### config.mk
export PLATFORM = sky130hd
export DESIGN_NAME = forth_data_stack_alu_flat
export DESIGN_NICKNAME = d
export VERILOG_FILES = /design/src/rtl/core/fsa_pkg.sv /design/src/rtl/core/fsa_cmd_if.sv /design/src/rtl/core/fsa_res_if.sv /design/src/rtl/core/forth_data_stack_alu.sv /design/src/rtl/core/fsa_ram.sv /design/src/flat_wrapper.sv
export SDC_FILE = /design/constraint.sdc
export NUM_CORES = 2
export LEC_CHECK = 0
export BUFFER_PORTS_ARGS = -buffer_cell sky130_fd_sc_hd__buf_4
export CORE_UTILIZATION = 69
export DETAILED_ROUTE_END_ITERATION = 7
export PLACE_DENSITY = 0.86
export REMOVE_ABC_BUFFERS = 1
export SYNTH_ARGS = -nofsm -noshare
export SYNTH_HDL_FRONTEND = slang
export SYNTH_SLANG_ARGS = --single-unit
### constraint.sdc
create_clock -name clk -period 14.5 [get_ports clk]
set_input_delay 2.175 -clock clk [delete_from_list [all_inputs] [get_ports clk]]
set_output_delay 2.175 -clock clk [all_outputs]
set_load 0.005 [all_outputs]
### src/rtl/core/fsa_pkg.sv
`timescale 1ns / 1ps

package fsa_pkg;

    localparam int STACK_DEPTH = 64;
    localparam int DATA_WIDTH  = 32;

    // Item count runs from 0 to STACK_DEPTH inclusive.
    localparam int DEPTH_W = $clog2(STACK_DEPTH + 1);
    localparam int ADDR_W  = $clog2(STACK_DEPTH);

    typedef logic [2:0] func_t;
    typedef logic [2:0] status_t;

    localparam func_t FN_PUSH  = 3'd0;
    localparam func_t FN_ADD   = 3'd1;
    localparam func_t FN_SUB   = 3'd2;
    localparam func_t FN_MUL   = 3'd3;
    localparam func_t FN_DIV   = 3'd4;
    localparam func_t FN_PRINT = 3'd5;
    localparam func_t FN_DROP  = 3'd6;
    localparam func_t FN_DUP   = 3'd7;

    localparam status_t ST_OK    = 3'd0;
    localparam status_t ST_UNDER = 3'd1;
    localparam status_t ST_OVER  = 3'd2;
    localparam status_t ST_DIV0  = 3'd3;
    localparam status_t ST_EMPTY = 3'd4;

endpackage

### src/rtl/core/fsa_cmd_if.sv
`timescale 1ns / 1ps

interface fsa_cmd_if;
    import fsa_pkg::*;

    logic               valid;
    logic               ready;
    func_t              func;
    logic signed [31:0] literal;

    modport source (output valid, output func, output literal, input ready);
    modport sink   (input valid, input func, input literal, output ready);

endinterface

### src/rtl/core/fsa_res_if.sv
`timescale 1ns / 1ps

interface fsa_res_if;
    import fsa_pkg::*;

    logic               valid;
    logic               ready;
    logic signed [31:0] shown_value;
    logic               shown_valid;
    logic [6:0]         depth_after;
    status_t            status;

    modport source (
        output valid, output shown_value, output shown_valid,
        output depth_after, output status, input ready
    );
    modport sink (
        input valid, input shown_value, input shown_valid,
        input depth_after, input status, output ready
    );

endinterface

### src/rtl/core/forth_data_stack_alu.sv
`timescale 1ns / 1ps

// Forth data stack with an arithmetic unit. Each beat on cmd carries one
// word (func) and a literal used only by push; each accepted word gives
// exactly one beat on res with the printed value, the depth after the
// word and a status code.
// The stack lives in a single-port-write, single-port-read RAM with a
// registered read. A word is read, worked and written back by a
// small sequencer, so one word is in flight at a time.
// Steps per word: accept while idle, capture the top item; add, sub, mul
// and div then capture the item below in a second serial read from the
// stack RAM and work the ALU; a nonzero divisor then runs the restoring
// divider, one quotient bit per cycle; last come write-back and output.
// The res beat goes valid in the same cycle that cmd is ready again.
// Results sit in an output register, so the sequencer finishes the next
// word while the receiver stalls; it only waits before loading a second
// result into a full output register.
// Reset empties the stack (the item count goes to zero) and drops any
// pending result; the RAM contents are not cleared.
module forth_data_stack_alu (
    input  logic      clk,
    input  logic      rst_n,
    fsa_cmd_if.sink   cmd,
    fsa_res_if.source res
);
    import fsa_pkg::*;

    localparam int CNT_W = $clog2(DATA_WIDTH);

    localparam logic [2:0] S_IDLE  = 3'd0;
    localparam logic [2:0] S_CAP_R = 3'd1;
    localparam logic [2:0] S_CAP_L = 3'd2;
    localparam logic [2:0] S_ALU   = 3'd3;
    localparam logic [2:0] S_DIV   = 3'd4;
    localparam logic [2:0] S_WB    = 3'd5;
    localparam logic [2:0] S_OUT   = 3'd6;

    logic [2:0]            state_reg, state_next;
    logic [DEPTH_W-1:0]    depth_reg, depth_next;
    logic                  out_valid_reg;

    func_t                 func_reg;
    logic [31:0]           lit_reg;
    logic [DATA_WIDTH-1:0] r_reg, l_reg, res_reg, rem_reg;
    logic                  neg_reg, div0_reg;
    logic [CNT_W-1:0]      cnt_reg;

    logic [31:0]           pend_shown_reg, out_shown_reg;
    logic                  pend_valid_reg, out_sv_reg;
    logic [6:0]            pend_depth_reg, out_depth_reg;
    status_t               pend_status_reg, out_status_reg;

    logic [ADDR_W-1:0]     raddr, waddr;
    logic [DATA_WIDTH-1:0] rdata, wdata;
    logic                  we;

    logic [DEPTH_W-1:0]    depth_m1, depth_m2, depth_p1, pop2_depth;
    logic                  has_one, has_two, is_full;
    logic                  out_load;

    logic [DATA_WIDTH+31:0] lit_wide;
    logic [DATA_WIDTH-1:0]  lit_ext;
    logic [DATA_WIDTH+31:0] shown_wide;
    logic [DEPTH_W+6:0]     depth_wide;
    logic [DATA_WIDTH-1:0]  sum, dif, prod, l_mag, r_mag, quot_signed;
    logic [DATA_WIDTH+1:0]  trial;
    logic [DATA_WIDTH-1:0]  shifted;
    status_t                wb_status;
    logic                   wb_shown_valid;

    assign depth_m1   = depth_reg - DEPTH_W'(1);
    assign depth_m2   = depth_reg - DEPTH_W'(2);
    assign depth_p1   = depth_reg + DEPTH_W'(1);
    assign has_one    = depth_reg != '0;
    assign has_two    = depth_reg >= DEPTH_W'(2);
    assign is_full    = depth_reg == DEPTH_W'(STACK_DEPTH);
    assign pop2_depth = has_two ? depth_m2 : '0;

    assign lit_wide   = {{DATA_WIDTH{lit_reg[31]}}, lit_reg};
    assign lit_ext    = lit_wide[DATA_WIDTH-1:0];
    assign shown_wide = {{32{r_reg[DATA_WIDTH-1]}}, r_reg};
    assign depth_wide = {7'b0, depth_next};

    assign sum   = l_reg + r_reg;
    assign dif   = l_reg - r_reg;
    assign prod  = l_reg * r_reg;
    assign l_mag = l_reg[DATA_WIDTH-1] ? (DATA_WIDTH'(0) - l_reg) : l_reg;
    assign r_mag = r_reg[DATA_WIDTH-1] ? (DATA_WIDTH'(0) - r_reg) : r_reg;

    // One restoring step: l_reg shifts out dividend bits and takes quotient bits.
    assign shifted     = {rem_reg[DATA_WIDTH-2:0], l_reg[DATA_WIDTH-1]};
    assign trial       = {1'b0, rem_reg, l_reg[DATA_WIDTH-1]} - {2'b0, r_reg};
    // A finished divide leaves the unsigned quotient in l_reg.
    assign quot_signed = neg_reg ? (DATA_WIDTH'(0) - l_reg) : l_reg;

    // The read for the top item goes out while idle, so its data is ready
    // in the first working cycle; the item below follows in the next cycle.
    always_comb
    begin
        raddr = depth_m1[ADDR_W-1:0];
        if (state_reg == S_CAP_R)
        begin
            raddr = depth_m2[ADDR_W-1:0];
        end
    end

    // Write-back: memory write, new depth and the result fields.
    always_comb
    begin
        we             = 1'b0;
        waddr          = depth_reg[ADDR_W-1:0];
        wdata          = r_reg;
        depth_next     = depth_reg;
        wb_status      = ST_OK;
        wb_shown_valid = 1'b0;
        if (state_reg == S_WB)
        begin
            case (func_reg)
                FN_PUSH:
                begin
                    if (is_full)
                    begin
                        wb_status = ST_OVER;
                    end
                    else
                    begin
                        we         = 1'b1;
                        wdata      = lit_ext;
                        depth_next = depth_p1;
                    end
                end
                FN_ADD, FN_SUB, FN_MUL, FN_DIV:
                begin
                    we         = 1'b1;
                    waddr      = pop2_depth[ADDR_W-1:0];
                    wdata      = (func_reg == FN_DIV && !div0_reg) ? quot_signed : res_reg;
                    depth_next = pop2_depth + DEPTH_W'(1);
                    if (!has_two)
                    begin
                        wb_status = ST_UNDER;
                    end
                    else if (div0_reg)
                    begin
                        wb_status = ST_DIV0;
                    end
                end
                FN_PRINT:
                begin
                    if (has_one)
                    begin
                        wb_shown_valid = 1'b1;
                        depth_next     = depth_m1;
                    end
                    else
                    begin
                        wb_status = ST_EMPTY;
                    end
                end
                FN_DROP:
                begin
                    if (has_one)
                    begin
                        depth_next = depth_m1;
                    end
                    else
                    begin
                        wb_status = ST_UNDER;
                    end
                end
                default:
                begin
                    // Dup: r_reg already reads as zero on an empty stack.
                    if (is_full)
                    begin
                        wb_status = ST_OVER;
                    end
                    else
                    begin
                        we         = 1'b1;
                        depth_next = depth_p1;
                    end
                end
            endcase
        end
    end

    assign out_load = (state_reg == S_OUT) && (!out_valid_reg || res.ready);

    always_comb
    begin
        state_next = state_reg;
        case (state_reg)
            S_IDLE:
            begin
                if (cmd.valid)
                begin
                    state_next = S_CAP_R;
                end
            end
            S_CAP_R:
            begin
                if (func_reg == FN_ADD || func_reg == FN_SUB ||
                    func_reg == FN_MUL || func_reg == FN_DIV)
                begin
                    state_next = S_CAP_L;
                end
                else
                begin
                    state_next = S_WB;
                end
            end
            S_CAP_L:
            begin
                state_next = S_ALU;
            end
            S_ALU:
            begin
                if (func_reg == FN_DIV && r_reg != '0)
                begin
                    state_next = S_DIV;
                end
                else
                begin
                    state_next = S_WB;
                end
            end
            S_DIV:
            begin
                if (cnt_reg == '0)
                begin
                    state_next = S_WB;
                end
            end
            S_WB:
            begin
                state_next = S_OUT;
            end
            S_OUT:
            begin
                if (out_load)
                begin
                    state_next = S_IDLE;
                end
            end
            default:
            begin
                state_next = S_IDLE;
            end
        endcase
    end

    always_ff @(posedge clk or negedge rst_n)
    begin
        if (!rst_n)
        begin
            state_reg     <= S_IDLE;
            depth_reg     <= '0;
            out_valid_reg <= 1'b0;
        end
        else
        begin
            state_reg <= state_next;
            depth_reg <= depth_next;
            if (out_load)
            begin
                out_valid_reg <= 1'b1;
            end
            else if (res.ready)
            begin
                out_valid_reg <= 1'b0;
            end
        end
    end

    always_ff @(posedge clk)
    begin
        case (state_reg)
            S_IDLE:
            begin
                func_reg <= cmd.func;
                lit_reg  <= cmd.literal;
            end
            S_CAP_R:
            begin
                r_reg <= has_one ? rdata : '0;
            end
            S_CAP_L:
            begin
                l_reg <= has_two ? rdata : '0;
            end
            S_ALU:
            begin
                div0_reg <= 1'b0;
                case (func_reg)
                    FN_ADD: res_reg <= sum;
                    FN_SUB: res_reg <= dif;
                    FN_MUL: res_reg <= prod;
                    default:
                    begin
                        res_reg  <= '0;
                        div0_reg <= r_reg == '0;
                        l_reg    <= l_mag;
                        r_reg    <= r_mag;
                        rem_reg  <= '0;
                        neg_reg  <= l_reg[DATA_WIDTH-1] ^ r_reg[DATA_WIDTH-1];
                        cnt_reg  <= CNT_W'(DATA_WIDTH - 1);
                    end
                endcase
            end
            S_DIV:
            begin
                if (trial[DATA_WIDTH+1])
                begin
                    rem_reg <= shifted;
                    l_reg   <= {l_reg[DATA_WIDTH-2:0], 1'b0};
                end
                else
                begin
                    rem_reg <= trial[DATA_WIDTH-1:0];
                    l_reg   <= {l_reg[DATA_WIDTH-2:0], 1'b1};
                end
                cnt_reg <= cnt_reg - CNT_W'(1);
            end
            S_WB:
            begin
                pend_shown_reg  <= wb_shown_valid ? shown_wide[31:0] : '0;
                pend_valid_reg  <= wb_shown_valid;
                pend_depth_reg  <= depth_wide[6:0];
                pend_status_reg <= wb_status;
            end
            default:
            begin
            end
        endcase
        if (out_load)
        begin
            out_shown_reg  <= pend_shown_reg;
            out_sv_reg     <= pend_valid_reg;
            out_depth_reg  <= pend_depth_reg;
            out_status_reg <= pend_status_reg;
        end
    end

    fsa_ram #(
        .WIDTH (DATA_WIDTH),
        .DEPTH (STACK_DEPTH)
    ) u_stack_ram (
        .clk   (clk),
        .we    (we),
        .waddr (waddr),
        .wdata (wdata),
        .raddr (raddr),
        .rdata (rdata)
    );

    assign cmd.ready       = state_reg == S_IDLE;
    assign res.valid       = out_valid_reg;
    assign res.shown_value = out_shown_reg;
    assign res.shown_valid = out_sv_reg;
    assign res.depth_after = out_depth_reg;
    assign res.status      = out_status_reg;

    a_depth_bound: assert property (@(posedge clk) disable iff (!rst_n)
        depth_reg <= DEPTH_W'(STACK_DEPTH))
        else $error("stack depth beyond capacity");

    a_depth_only_in_wb: assert property (@(posedge clk) disable iff (!rst_n)
        (state_reg != S_WB) |=> $stable(depth_reg))
        else $error("stack depth changed outside write-back");

    a_depth_step: assert property (@(posedge clk) disable iff (!rst_n)
        (state_reg == S_WB) |=>
            (depth_reg == $past(depth_reg) ||
             depth_reg == $past(depth_reg) + DEPTH_W'(1) ||
             depth_reg == $past(depth_reg) - DEPTH_W'(1)))
        else $error("stack depth moved by more than one item");

    a_result_held: assert property (@(posedge clk) disable iff (!rst_n)
        (out_valid_reg && !res.ready) |=> (out_valid_reg && $stable(out_shown_reg)))
        else $error("pending result overwritten or lost");

    a_shown_ok: assert property (@(posedge clk) disable iff (!rst_n)
        (out_valid_reg && out_sv_reg) |-> (out_status_reg == ST_OK))
        else $error("printed value with an error status");

endmodule

### src/rtl/core/fsa_ram.sv
`timescale 1ns / 1ps

module fsa_ram #(
    parameter int WIDTH = 32,
    parameter int DEPTH = 64
) (
    input  logic                     clk,
    input  logic                     we,
    input  logic [$clog2(DEPTH)-1:0] waddr,
    input  logic [WIDTH-1:0]         wdata,
    input  logic [$clog2(DEPTH)-1:0] raddr,
    output logic [WIDTH-1:0]         rdata
);

    logic [WIDTH-1:0] mem_reg [DEPTH];
    logic [WIDTH-1:0] rdata_reg;

    always_ff @(posedge clk)
    begin
        if (we)
        begin
            mem_reg[waddr] <= wdata;
        end
        rdata_reg <= mem_reg[raddr];
    end

    assign rdata = rdata_reg;

endmodule
### src/flat_wrapper.sv
// flat-port wrapper written by rule: the top's interface ports become plain ports
module forth_data_stack_alu_flat import fsa_pkg::*;
  (clk, rst_n, cmd_valid, cmd_func, cmd_literal, cmd_ready, res_valid, res_shown_value, res_shown_valid, res_depth_after, res_status, res_ready);
  fsa_cmd_if cmd_i ();
  fsa_res_if res_i ();
  input  logic clk;
  input  logic rst_n;
  input wire logic [$bits(cmd_i.valid)-1:0] cmd_valid;
  input wire logic [$bits(cmd_i.func)-1:0] cmd_func;
  input wire logic [$bits(cmd_i.literal)-1:0] cmd_literal;
  output wire logic [$bits(cmd_i.ready)-1:0] cmd_ready;
  output wire logic [$bits(res_i.valid)-1:0] res_valid;
  output wire logic [$bits(res_i.shown_value)-1:0] res_shown_value;
  output wire logic [$bits(res_i.shown_valid)-1:0] res_shown_valid;
  output wire logic [$bits(res_i.depth_after)-1:0] res_depth_after;
  output wire logic [$bits(res_i.status)-1:0] res_status;
  input wire logic [$bits(res_i.ready)-1:0] res_ready;
  assign cmd_i.valid = cmd_valid;
  assign cmd_i.func = cmd_func;
  assign cmd_i.literal = cmd_literal;
  assign cmd_ready = cmd_i.ready;
  assign res_valid = res_i.valid;
  assign res_shown_value = res_i.shown_value;
  assign res_shown_valid = res_i.shown_valid;
  assign res_depth_after = res_i.depth_after;
  assign res_status = res_i.status;
  assign res_i.ready = res_ready;
  forth_data_stack_alu u_core (.clk(clk), .rst_n(rst_n), .cmd(cmd_i), .res(res_i));
endmodule
==> results.json <==
{
  "avgSynthCellArea_sq_um": 16.2,
  "place_congestion": 1.02,
  "synth_warnings": 0,
  "postCtsSetupBuffers": 0,
  "synth_cell_types": 79,
  "final_cell_area_sq_um": 123000,
  "wire_per_inst_um": 37.4,
  "syn_to_final_growth_pct": 10.1,
  "cts_inserted_buffers": 214,
  "syn_inst": 6872,
  "synthesis.area_sq_um": 111000,
  "final_common_cell": "edfxtp_1",
  "hold_ws_ns": 0.365,
  "htreeDepth": 4,
  "slowest_stage": "edfxtp_1",
  "wirelength_um": 348000,
  "rsz0062_at_grt": "false",
  "largest_register_ffs": 2048,
  "fmax_mhz": 121,
  "timing.max_cap.violations": 2,
  "gr-usage-all-layers": 0.435,
  "cp_slowest_stage_delay_ns": 1.26,
  "avgViaCountPerCell": 7.43,
  "coreArea_sq_um": 160000,
  "layout_common_cells": "2304 x edfxtp_1, 556 x nand2_1, 544 x mux4_2",
  "grt-ovfl-total": 0,
  "drive_above_1_share": 0.182,
  "clkTransAtPathRegs_ns": 0.07,
  "clock_skew_ns": 0.130,
  "critPathCaptureType": "flop",
  "drc": 3,
  "ys_async_sr_fraction": 0.00469,
  "post-route-period-util": 0.572,
  "tightest_slew_ns": 1.53,
  "start_util": 0.695,
  "status": "finished with violations",
  "cts_resized": 0,
  "final_max_slew_viol_count": 36,
  "die_x_um": 404,
  "vias": 69200,
  "finalNonFillerCells": 9313,
  "grt_max_degree": 161,
  "setup_ws_ns": 6.21,
  "dp_cells": 8905,
  "hold_class": "flop to flop",
  "holdBufCountCts": 0,
  "hold_viol": 0,
  "rows": 147,
  "arrival_ns": 8.82,
  "io_pins": 84,
  "detail-route-antenna-nets": 0,
  "clkLatencyLatePin_ns": 0.92,
  "required_ns": 15.03,
  "io_buffers": 83,
  "cts_root_buffer": "clkbuf_16",
  "grt_pass1_vias": 69500,
  "cts_tree": "built",
  "synth_edf_count": 2304,
  "clock_sinks": 2347,
  "dpl_worst_slack_ns": 6.44,
  "synth_flop_cell": "edfxtp_1",
  "crit_chain": "buf_4, nand2_1, fa_1, fa_1, fa_1, fa_1, inv_1, ha_1, ha_1, inv_1, fa_1, fa_1, inv_1, ha_1, o21a_1, o41a_1, o21ai_0, a211o_1, o31ai_1, a221o_1, a31oi_1, o21ai_0, xnor2_1, o22ai_1",
  "finalSetupViolCount": 0,
  "violations": "design-rule violations, max-capacitance violations, max-slew violations",
  "cpMostUsedCell": "fa_1",
  "ys_seq_area_frac": 0.629,
  "path_class": "flop to flop",
  "synth_seq_cells": 2347,
  "drt_iter0_drc": 11800,
  "fin_crit_ns": 8.29,
  "dpl.hpwl_um": 191000,
  "first_pass_iters": 8,
  "dpl_cell_area_sq_um": 116000,
  "final_nets": 7614,
  "grt_pass1_wl_um": 495000,
  "cts_buffer_depth": 3,
  "dieHeight_um": 404,
  "start_kind": "flop",
  "dieArea_sq_um": 163000,
  "cp_max_fo": 21,
  "maxSlewHeadroom": -0.0201,
  "antenna_found_initial": 42
}
[cells in the mapped netlist (all sizes together) (11+ instances only)]
library cell	number	area (sq um)
dfrtp	11	275
nand3	36	180
xnor2	187	1640
a211oi	155	1160
and2	150	938
edfxtp	2304	69200
ha	200	2500
mux4	544	12300
o21ai	159	796
a31oi	13	81.3
o22ai	56	357
dfxtp	32	641
nor3	43	220
o21a	19	143
buf	82	342
nand2b	39	244
clkbuf	339	1270
nand2	557	2090
inv	343	1290
a21o	41	308
fa	410	8210
o21bai	13	97.6
nor2	256	961
nor4	39	265
mux2i	130	1300
a21oi	268	1340
and3	11	68.8
or2	11	71.3
xor2	84	736
a22o	13	114
a22oi	37	278
or3	17	116
nor2b	148	926
[cell type report]
cell class	count	area, sq um
flip-flops and latches	2347	70100
multi-input cells	3751	39300
diodes	13	32.5
clock inverters	124	1300
clock buffers	267	5680
inverters	353	1330
repair buffers	298	2320
fillers	8287	37600
well taps	2160	2700
[logic make-up after synthesis]
logic type	Yosys count	share of synthesized area
AO/OA/AOI/OAI	846	0.0478
XOR/XNOR	271	0.0213
adder cells (fa/ha/maj)	610	0.0961
buffers and inverters	774	0.0264
flip-flops	2347	0.629
multiplexers	683	0.122
AND/OR/NAND/NOR	1341	0.0571
[metrics by stage]
step | util | setup TNS, ns
floorplan | - | -1092.72
global placement | 0.721 | 0
detailed placement | 0.721 | 0
CTS | 0.765 | 0
global route | 0.765 | 0
finish | 0.765 | 0
[critical path: cells and delay by family, from the launching register on]
family | cells | cell delay, ns
AO/OA/AOI/OAI | 9 | 2.10
XOR/XNOR | 1 | 0.15
adder cells (fa/ha/maj) | 9 | 3.72
AND/OR/NAND/NOR | 1 | 0.11
flip-flops | 1 | 1.26
buffers and inverters | 4 | 0.60
[path summary, 6_finish.rpt]
kind	end	depth (start not counted)	start	slack [ns]
max reg2reg	u_core.res_reg[30]	24	u_core.l_reg[3]	6.21
min in group asynchronous	u_core.res.valid	1	rst_n	1.11
max	u_core.res_reg[30]	24	u_core.l_reg[3]	6.21
min reg2reg	u_core.res.shown_value[0]	0	u_core.pend_shown_reg[0]	0.36
max in group asynchronous	u_core.depth_reg[0]	1	rst_n	13.13
min	u_core.res.shown_value[0]	0	u_core.pend_shown_reg[0]	0.36
[metal layers]
layer | track usage | share of wire
met5 | 0 | 0.00070
met4 | 0.332 | 0.098
met3 | 0.134 | 0.14
met2 | 0.649 | 0.45
met1 | 0.539 | 0.31
Power is left out: the tool's default activity adds up to more than one toggle a clock period on the data nets, which glitch-free logic cannot reach.
